[config.mk]
export PLATFORM = sky130hd
export DESIGN_NAME = detector_hit_frame_packer
export DESIGN_NICKNAME = d
export VERILOG_FILES = /design/src/sv/dhfp_pkg.sv /design/src/sv/dhfp_front.sv /design/src/sv/dhfp_queue.sv /design/src/sv/dhfp_back.sv /design/src/sv/detector_hit_frame_packer.sv
export SDC_FILE = /design/constraint.sdc
export NUM_CORES = 1
export LEC_CHECK = 0
export ABC_CLOCK_PERIOD_IN_PS = 24500
export BUFFER_PORTS_ARGS = -buffer_cell sky130_fd_sc_hd__buf_2
export CORE_MARGIN = 2
export CORE_UTILIZATION = 64
export CTS_CLUSTER_DIAMETER = 200
export DETAILED_ROUTE_END_ITERATION = 10
export GPL_ROUTABILITY_DRIVEN = 0
export PLACE_DENSITY = 0.84
export RECOVER_POWER = 25
export SKIP_CTS_REPAIR_TIMING = 1
export SYNTH_ARGS = -nofsm -noshare
export SYNTH_HDL_FRONTEND = slang
export SYNTH_SLANG_ARGS = --single-unit
[constraint.sdc]
create_clock -name clk -period 24.5 [get_ports clk]
set_input_delay 1.225 -clock clk [delete_from_list [all_inputs] [get_ports clk]]
set_output_delay 1.225 -clock clk [all_outputs]
set_load 0.005 [all_outputs]
[src/sv/dhfp_pkg.sv]
package dhfp_pkg;

    // frame geometry
    localparam int WORD_W    = 32;
    localparam int MAX_WORDS = 5;
    localparam int NW_W      = 3;
    localparam int HITS_W    = 9;
    localparam int ACC_W     = 19;

    // queue between front and back
    localparam int QUEUE_DEPTH = 4;
    localparam int QPTR_W      = $clog2(QUEUE_DEPTH);
    localparam int QCNT_W      = $clog2(QUEUE_DEPTH + 1);

    // configuration port
    localparam int ADDR_W = 3;
    localparam int DATA_W = 32;
    localparam logic REG_FRAMING_MODE = 1'b0;
    localparam logic REG_FORMAT_CODE  = 1'b1;

    // frame marks
    localparam logic [3:0] HEADER_MARK = 4'hA;
    localparam logic [3:0] HIT_MARK    = 4'hB;
    localparam logic [2:0] TAIL_MARK   = 3'h5;

    // word counts per item kind
    localparam logic [NW_W-1:0] NW_ONE   = 3'd1;
    localparam logic [NW_W-1:0] NW_DEBUG = 3'd4;
    localparam logic [NW_W-1:0] NW_HIT   = 3'd5;
    localparam logic [NW_W-1:0] LAST_HIT_IDX = 3'd4;

    typedef enum logic [1:0] {
        MODE_START = 2'd0,
        MODE_HIT   = 2'd1,
        MODE_END   = 2'd2
    } mode_t;

    // one queued job: all words of one item
    typedef struct packed {
        logic [MAX_WORDS-1:0][WORD_W-1:0] words;
        logic [NW_W-1:0]                  nwords;
        logic                             hit;
        logic                             debug;
    } job_t;

    function automatic logic [16:0] half_sum(input logic [WORD_W-1:0] w);
        half_sum = {1'b0, w[15:0]} + {1'b0, w[31:16]};
    endfunction

endpackage

[src/sv/dhfp_front.sv]
module dhfp_front import dhfp_pkg::*;
(
    input  logic                 clk,
    input  logic                 rst_n,
    input  logic                 accept,
    input  logic [1:0]           mode,
    input  logic [6:0]           channel_address,
    input  logic [8:0]           storage_window,
    input  logic [3:0]           fine_time,
    input  logic [12:0]          peak_value,
    input  logic [15:0]          pulse_integral,
    input  logic [51:0]          edge_values,
    input  logic [15:0]          sample_timing,
    input  logic [11:0]          board_id,
    input  logic [3:0]           clock_phase,
    input  logic [15:0]          revolution_count,
    input  logic [8:0]           hit_count,
    input  logic                 framing_mode,
    input  logic [15:0]          format_code,
    output logic                 wr_en,
    output job_t                 wr_job
);

    logic [HITS_W-1:0] hits_seen_reg;
    logic [HITS_W-1:0] hits_seen_next;
    logic [11:0]       declared_words;
    logic              debug;

    assign debug = ~framing_mode;

    // 5*count+1, kept to 12 bits
    assign declared_words = {1'b0, hit_count, 2'b00} + {3'b000, hit_count} + 12'd1;

    // classify and pack
    always_comb
    begin
        wr_en          = 1'b0;
        wr_job         = '0;
        wr_job.debug   = debug;
        hits_seen_next = hits_seen_reg;
        unique case (mode_t'(mode))
            MODE_START:
            begin
                wr_en           = accept;
                wr_job.words[0] = {format_code, HEADER_MARK, board_id};
                wr_job.words[1] = {16'h0000, clock_phase, declared_words};
                wr_job.words[2] = {16'h0000, revolution_count};
                wr_job.words[3] = '0;
                wr_job.nwords   = debug ? NW_DEBUG : NW_ONE;
                if (accept)
                begin
                    hits_seen_next = '0;
                end
            end
            MODE_HIT:
            begin
                wr_en           = accept;
                wr_job.hit      = 1'b1;
                wr_job.words[0] = {channel_address, storage_window, HIT_MARK, fine_time,
                                   8'h00};
                wr_job.words[1] = {3'b000, peak_value, pulse_integral};
                wr_job.words[2] = {3'b000, edge_values[51:39], 3'b000, edge_values[38:26]};
                wr_job.words[3] = {3'b000, edge_values[25:13], 3'b000, edge_values[12:0]};
                wr_job.words[4] = {sample_timing, 16'h0000};
                wr_job.nwords   = NW_HIT;
                if (accept)
                begin
                    hits_seen_next = hits_seen_reg + 1'b1;
                end
            end
            MODE_END:
            begin
                wr_en           = accept;
                wr_job.words[0] = {20'h00000, TAIL_MARK, hits_seen_reg};
                wr_job.nwords   = NW_ONE;
            end
            default:
            begin
                wr_en = 1'b0;
            end
        endcase
    end

    // hit counter
    always_ff @(posedge clk or negedge rst_n)
    begin
        if (!rst_n)
        begin
            hits_seen_reg <= '0;
        end
        else
        begin
            hits_seen_reg <= hits_seen_next;
        end
    end

endmodule

[src/sv/dhfp_queue.sv]
module dhfp_queue import dhfp_pkg::*;
(
    input  logic clk,
    input  logic rst_n,
    input  logic wr_en,
    input  job_t wr_job,
    output logic full,
    output logic head_valid,
    output job_t head_job,
    input  logic rd_en
);

    job_t              slots_reg [QUEUE_DEPTH];
    logic [QPTR_W-1:0] wr_ptr_reg;
    logic [QPTR_W-1:0] rd_ptr_reg;
    logic [QCNT_W-1:0] count_reg;
    logic [QCNT_W-1:0] count_next;
    logic              do_wr;
    logic              do_rd;

    assign full       = (count_reg == QCNT_W'(QUEUE_DEPTH));
    assign head_valid = (count_reg != '0);
    assign head_job   = slots_reg[rd_ptr_reg];
    assign do_wr      = wr_en && !full;
    assign do_rd      = rd_en && head_valid;

    // occupancy
    always_comb
    begin
        count_next = count_reg;
        if (do_wr && !do_rd)
        begin
            count_next = count_reg + 1'b1;
        end
        else if (do_rd && !do_wr)
        begin
            count_next = count_reg - 1'b1;
        end
    end

    // pointers
    always_ff @(posedge clk or negedge rst_n)
    begin
        if (!rst_n)
        begin
            wr_ptr_reg <= '0;
            rd_ptr_reg <= '0;
            count_reg  <= '0;
        end
        else
        begin
            count_reg <= count_next;
            if (do_wr)
            begin
                wr_ptr_reg <= wr_ptr_reg + 1'b1;
            end
            if (do_rd)
            begin
                rd_ptr_reg <= rd_ptr_reg + 1'b1;
            end
        end
    end

    // job storage
    always_ff @(posedge clk)
    begin
        if (do_wr)
        begin
            slots_reg[wr_ptr_reg] <= wr_job;
        end
    end

endmodule

[src/sv/dhfp_back.sv]
module dhfp_back import dhfp_pkg::*;
(
    input  logic              clk,
    input  logic              rst_n,
    input  logic              head_valid,
    input  job_t              head_job,
    output logic              rd_en,
    output logic [WORD_W-1:0] word,
    output logic              last,
    output logic              empty,
    input  logic              pop
);

    logic [NW_W-1:0]   idx_reg;
    logic [NW_W-1:0]   idx_next;
    logic [ACC_W-1:0]  acc_reg;
    logic [ACC_W-1:0]  acc_next;
    logic              out_valid_reg;
    logic              out_valid_next;
    logic [WORD_W-1:0] word_reg;
    logic              last_reg;
    logic              out_ready;
    logic              send;
    logic              last_word;
    logic [WORD_W-1:0] cur_word;
    logic [WORD_W-1:0] send_word;
    logic [19:0]       total;
    logic [16:0]       fold1;
    logic [15:0]       fold2;
    logic [15:0]       checksum;

    assign out_ready = !out_valid_reg || pop;
    assign send      = head_valid && out_ready;
    assign last_word = (idx_reg == head_job.nwords - 1'b1);
    assign rd_en     = send && last_word;
    assign cur_word  = head_job.words[idx_reg];

    // checksum over the halves of the words already sent plus the top half of the last
    assign total    = {1'b0, acc_reg} + {4'h0, cur_word[31:16]};
    assign fold1    = {1'b0, total[15:0]} + {13'h0000, total[19:16]};
    assign fold2    = fold1[15:0] + {15'h0000, fold1[16]};
    assign checksum = head_job.debug ? ~fold2 : (16'h0000 - total[15:0]);

    always_comb
    begin
        send_word = cur_word;
        if (head_job.hit && (idx_reg == LAST_HIT_IDX))
        begin
            send_word = {cur_word[31:16], checksum};
        end
    end

    // word sequencer and running sum
    always_comb
    begin
        idx_next = idx_reg;
        acc_next = acc_reg;
        if (send)
        begin
            idx_next = last_word ? '0 : idx_reg + 1'b1;
            acc_next = ((idx_reg == '0) ? '0 : acc_reg) + {2'b00, half_sum(cur_word)};
        end
    end

    // output register
    always_comb
    begin
        out_valid_next = out_valid_reg;
        if (send)
        begin
            out_valid_next = 1'b1;
        end
        else if (pop)
        begin
            out_valid_next = 1'b0;
        end
    end

    always_ff @(posedge clk or negedge rst_n)
    begin
        if (!rst_n)
        begin
            idx_reg       <= '0;
            out_valid_reg <= 1'b0;
        end
        else
        begin
            idx_reg       <= idx_next;
            out_valid_reg <= out_valid_next;
        end
    end

    always_ff @(posedge clk)
    begin
        acc_reg <= acc_next;
        if (send)
        begin
            word_reg <= send_word;
            last_reg <= last_word;
        end
    end

    assign word  = word_reg;
    assign last  = last_reg;
    assign empty = !out_valid_reg;

endmodule

[src/sv/detector_hit_frame_packer.sv]
// The first word of an item is registered in the queue, then in the output register.
// Words leave one per cycle while pop drains the output register; a hit has 5 words, a debug
//   header 4, others 1, through the single word-wide output register fed from the job queue.
// A four-job queue between packer and word sequencer lets input run ahead of output.
// Reset (rst_n low, asynchronous) empties the queue and output, clears the hit count
//   and returns framing_mode and format_code to zero.
module detector_hit_frame_packer import dhfp_pkg::*;
(
    input  logic              clk,
    input  logic              rst_n,
    input  logic              psel,
    input  logic              penable,
    input  logic              pwrite,
    input  logic [ADDR_W-1:0] paddr,
    input  logic [DATA_W-1:0] pwdata,
    output logic [DATA_W-1:0] prdata,
    output logic              pready,
    input  logic              push,
    output logic              full,
    input  logic [1:0]        mode,
    input  logic [6:0]        channel_address,
    input  logic [8:0]        storage_window,
    input  logic [3:0]        fine_time,
    input  logic [12:0]       peak_value,
    input  logic [15:0]       pulse_integral,
    input  logic [51:0]       edge_values,
    input  logic [15:0]       sample_timing,
    input  logic [11:0]       board_id,
    input  logic [3:0]        clock_phase,
    input  logic [15:0]       revolution_count,
    input  logic [8:0]        hit_count,
    output logic              empty,
    input  logic              pop,
    output logic [31:0]       word,
    output logic              last
);

    logic        framing_mode_reg;
    logic [15:0] format_code_reg;
    logic        cfg_wr;
    logic        accept;
    logic        q_wr_en;
    job_t        q_wr_job;
    logic        q_head_valid;
    job_t        q_head_job;
    logic        q_rd_en;

    // configuration registers
    assign pready = 1'b1;
    assign cfg_wr = psel && penable && pwrite && pready;

    always_ff @(posedge clk or negedge rst_n)
    begin
        if (!rst_n)
        begin
            framing_mode_reg <= 1'b0;
            format_code_reg  <= '0;
        end
        else if (cfg_wr)
        begin
            unique case (paddr[2])
                REG_FRAMING_MODE: framing_mode_reg <= pwdata[0];
                REG_FORMAT_CODE:  format_code_reg  <= pwdata[15:0];
                default:          framing_mode_reg <= framing_mode_reg;
            endcase
        end
    end

    always_comb
    begin
        unique case (paddr[2])
            REG_FRAMING_MODE: prdata = {31'h0, framing_mode_reg};
            REG_FORMAT_CODE:  prdata = {16'h0000, format_code_reg};
            default:          prdata = '0;
        endcase
    end

    assign accept = push && !full;

    dhfp_front u_front (
        .clk              (clk),
        .rst_n            (rst_n),
        .accept           (accept),
        .mode             (mode),
        .channel_address  (channel_address),
        .storage_window   (storage_window),
        .fine_time        (fine_time),
        .peak_value       (peak_value),
        .pulse_integral   (pulse_integral),
        .edge_values      (edge_values),
        .sample_timing    (sample_timing),
        .board_id         (board_id),
        .clock_phase      (clock_phase),
        .revolution_count (revolution_count),
        .hit_count        (hit_count),
        .framing_mode     (framing_mode_reg),
        .format_code      (format_code_reg),
        .wr_en            (q_wr_en),
        .wr_job           (q_wr_job)
    );

    dhfp_queue u_queue (
        .clk        (clk),
        .rst_n      (rst_n),
        .wr_en      (q_wr_en),
        .wr_job     (q_wr_job),
        .full       (full),
        .head_valid (q_head_valid),
        .head_job   (q_head_job),
        .rd_en      (q_rd_en)
    );

    dhfp_back u_back (
        .clk        (clk),
        .rst_n      (rst_n),
        .head_valid (q_head_valid),
        .head_job   (q_head_job),
        .rd_en      (q_rd_en),
        .word       (word),
        .last       (last),
        .empty      (empty),
        .pop        (pop)
    );

    // a full queue always has a job at its head
    a_full_has_head: assert property (@(posedge clk) disable iff (!rst_n)
        full |-> q_head_valid)
        else $error("queue full with no head job");

    // an accepted hit leaves a job waiting
    a_hit_queued: assert property (@(posedge clk) disable iff (!rst_n)
        (accept && (mode == MODE_HIT)) |=> q_head_valid)
        else $error("accepted hit did not reach the queue");

    // a word that is not the last of its item keeps its job at the queue head
    a_job_held: assert property (@(posedge clk) disable iff (!rst_n)
        (!empty && !last) |-> q_head_valid)
        else $error("job left the queue before its last word");

endmodule
==> results.cfg <==
[floorplan]
die_w_um = 215.5
die_y_um = 215.5
io_pins = 270
core_um2 = 44220
initial_utilization_pct = 64.76
rows = 77
dieArea_um2 = 46450

[logic_synthesis]
netlist_top_cells_area = edfxtp_1 61%, mux4_2 11%, dfrtp_1 3.2%
synth.ff_latch_count = 621
ys_types = 82
yosys.area.top_type = edfxtp_1
synthCells = 1844
synth_area_um2 = 28640
ys.flop_type = edfxtp_1
synthArstFlopShare_pct = 5.958
netlist.area_leader.share_pct = 61.24
synth_edf_count = 584
ys_warn_count = 0
syn_avg_cell_area_um2 = 15.53
yosysSeqAreaShare_pct = 64.47

[setup_path]
cp-endpoint = u_back.word[15]
max_stage_delay_ns = 1.63
worst-endpoint-required_ns = 24.94
arrival_ns = 11.57
critPathSlowestCell = dfrtp_1
cp-end-kind = register
reg2reg_slack_ns = 13.37
rr_startpoint = u_queue.rd_ptr_reg[0]
crit_type = register to register
start_kind = register
crit_path_frequent_cell = a21o_1
crit_start = u_queue.rd_ptr_reg[0]
r2r-end = u_back.word[15]
r2r_cells = 35
worst-path-max-fanout = 54

[grt]
grt_first_pass_wirelength_mm = 102.3
grt_pass1_vias = 17628
track_usage_pct = 29.10
grt_max_degree = 93
grt_overflow = 0
antenna_found_initial = 1

[final_layout]
largest_reg_flops = 532
synthToLayoutAreaGrowth_pct = 12.07
most-common-layout-cells = 584 x edfxtp_1, 217 x buf_2, 134 x mux4_2
final_common_cell = edfxtp_1
finalNonFillerCells = 2709
nets = 2346
drive_gt1_share_pct = 24.26
nFillCells = 2589

[sta]
hold_viol_final = 0
rsz0062_at_grt = no
fin_skew_ns = 0.01897
setup_viol = 0
worstMarginPinSlew_ns = 4.193
post-route-period-util_pct = 45.43
fmax_mhz = 89.85
slew_headroom_pct = -179.5
slew_viol_final = 224
fin_crit_ns = 11.13
setup_tns_ns = 0

[route]
drtAntennaViolNets = 0
vias_per_cell = 6.395
post_drt_wl_per_cell_um = 24.60
dr.pass1.iters = 6
dr.first_iter.drc_count = 2103
vias = 17324
totalWireLength_mm = 66.65
drcViolationCount = 0

[cts]
clk_pin_slew_ns = 0.06
cts_tree = done
cts_max_level = 2
clock_path_buffers = 3
cts_buffers = 59
cts_sinks = 621
cts-root-buf = clkbuf_16
clk_latency_ns = 0.63

[job]
drv_cap = 4

[placement]
hpwl_mm = 41.51
dp.cells = 2595
io_buffers = 234

[hold_path]
hp-class = register to register

[run_status]
outcome = finished, violations left
violations = capacitance limit, slew limit

[power_and_ir_drop]
ir_worst_vdd_mv = 0.1064
p_leak_uw = 0.01179
p_per_area_nw_per_um2 = 156.9
total_power_uw = 5036
-- per-layer routing --
| metal | wire, µm | GRT usage (%) | up-vias |
|---|---|---|---|
| met2 | 32900 | 47.28 | 1025 |
| met3 | 5514 | 4.327 | 165 |
| met4 | 2591 | 12.23 | 0 |
| met5 | 0 | 0 | - |
| met1 | 25650 | 40.13 | 8632 |
| li1 | - | - | 7502 |
-- cell families (layout without fill, tap and decap cells) --
family	Yosys count	count (layout)	share of synthesized area [%]
other	2	19	0.02622
AND/OR/NAND/NOR	433	433	7.615
AO/OA/AOI/OAI	275	275	6.602
buffers and inverters	178	434	2.643
XOR/XNOR	69	69	2.137
multiplexers	186	186	12.49
adder cells (fa/ha/maj)	80	80	4.020
flip-flops	621	621	64.47
-- power by group --
group / switching, µW / internal [µW] / total, µW
Clock: 390 / 485 / 874
Combinational: 1520 / 1070 / 2590
Sequential: 105 / 1470 / 1570
-- critical path, delay by kind of cell, from the launching register on --
kind	cells	cell delay [ns]
flip-flops	1	1.63
AO/OA/AOI/OAI	14	3.26
XOR/XNOR	1	0.18
buffers and inverters	3	1.75
adder cells (fa/ha/maj)	4	1.08
AND/OR/NAND/NOR	12	2.40
multiplexers	1	0.60
-- Yosys cell counts, types with 5 or more instances --
cell type,count
a22oi_1,27
o21a_1,5
fa_1,20
o21ai_0,53
inv_1,69
nand2_1,125
nand2b_1,15
ha_1,60
dfrtp_1,37
and3_1,9
a22o_1,19
clkbuf_1,59
edfxtp_1,584
xnor2_1,45
o211ai_1,8
o21bai_1,10
mux2_2,30
xor2_1,23
nand4_1,14
mux4_2,134
buf_4,17
o22a_1,12
nor2_1,91
nor3_1,13
a21o_1,14
mux2i_1,22
buf_2,14
buf_1,17
nor2b_1,17
and2_1,99
a21oi_1,75
nand3_1,23
-- through the flow --
| step | setup slack (ns) | instance area, µm² | util [%] | hold slack (ns) |
|---|---|---|---|---|
| after global routing | 12.23 | 32090 | 72.57 | 0.5378 |
| final | 13.37 | 32090 | 72.57 | 0.4945 |
| after global placement | 14.54 | 30290 | 68.50 | 0.4734 |
| after CTS | 14.39 | 32140 | 72.68 | 0.4959 |
| after detailed placement | 14.41 | 30290 | 68.50 | 0.4835 |
| after floorplan | 16.76 | 28690 | - | 0.4560 |
-- area by class of cell --
| cell class | count | area (µm²) | area share, % |
|---|---|---|---|
| Tap cell | 592 | 740.7 | 2.308 |
| Multi-Input combinational cell | 1060 | 9495 | 29.59 |
| Antenna cell | 2 | 5.005 | 0.01559 |
| Sequential cell | 621 | 18470 | 57.54 |
| Clock inverter | 32 | 232.7 | 0.7251 |
| Clock buffer | 80 | 1617 | 5.037 |
| Inverter | 70 | 262.8 | 0.8187 |
| Timing Repair Buffer | 252 | 1274 | 3.969 |
-- how the worst min path moves through the flow --
stage | startpoint | end | cells after the start
2_1_floorplan | u_queue.count_reg[2] | u_queue.count_reg[2] | 1
3_3_place_gp | u_queue.count_reg[2] | u_queue.count_reg[2] | 1
3_5_place_dp | u_queue.count_reg[2] | u_queue.count_reg[2] | 1
4_1_cts | u_queue.count_reg[2] | u_queue.count_reg[2] | 1
5_1_grt | u_queue.count_reg[2] | u_queue.count_reg[2] | 1
6_report | u_queue.count_reg[2] | u_queue.count_reg[2] | 1
Power figures use the tool's default switching activity.
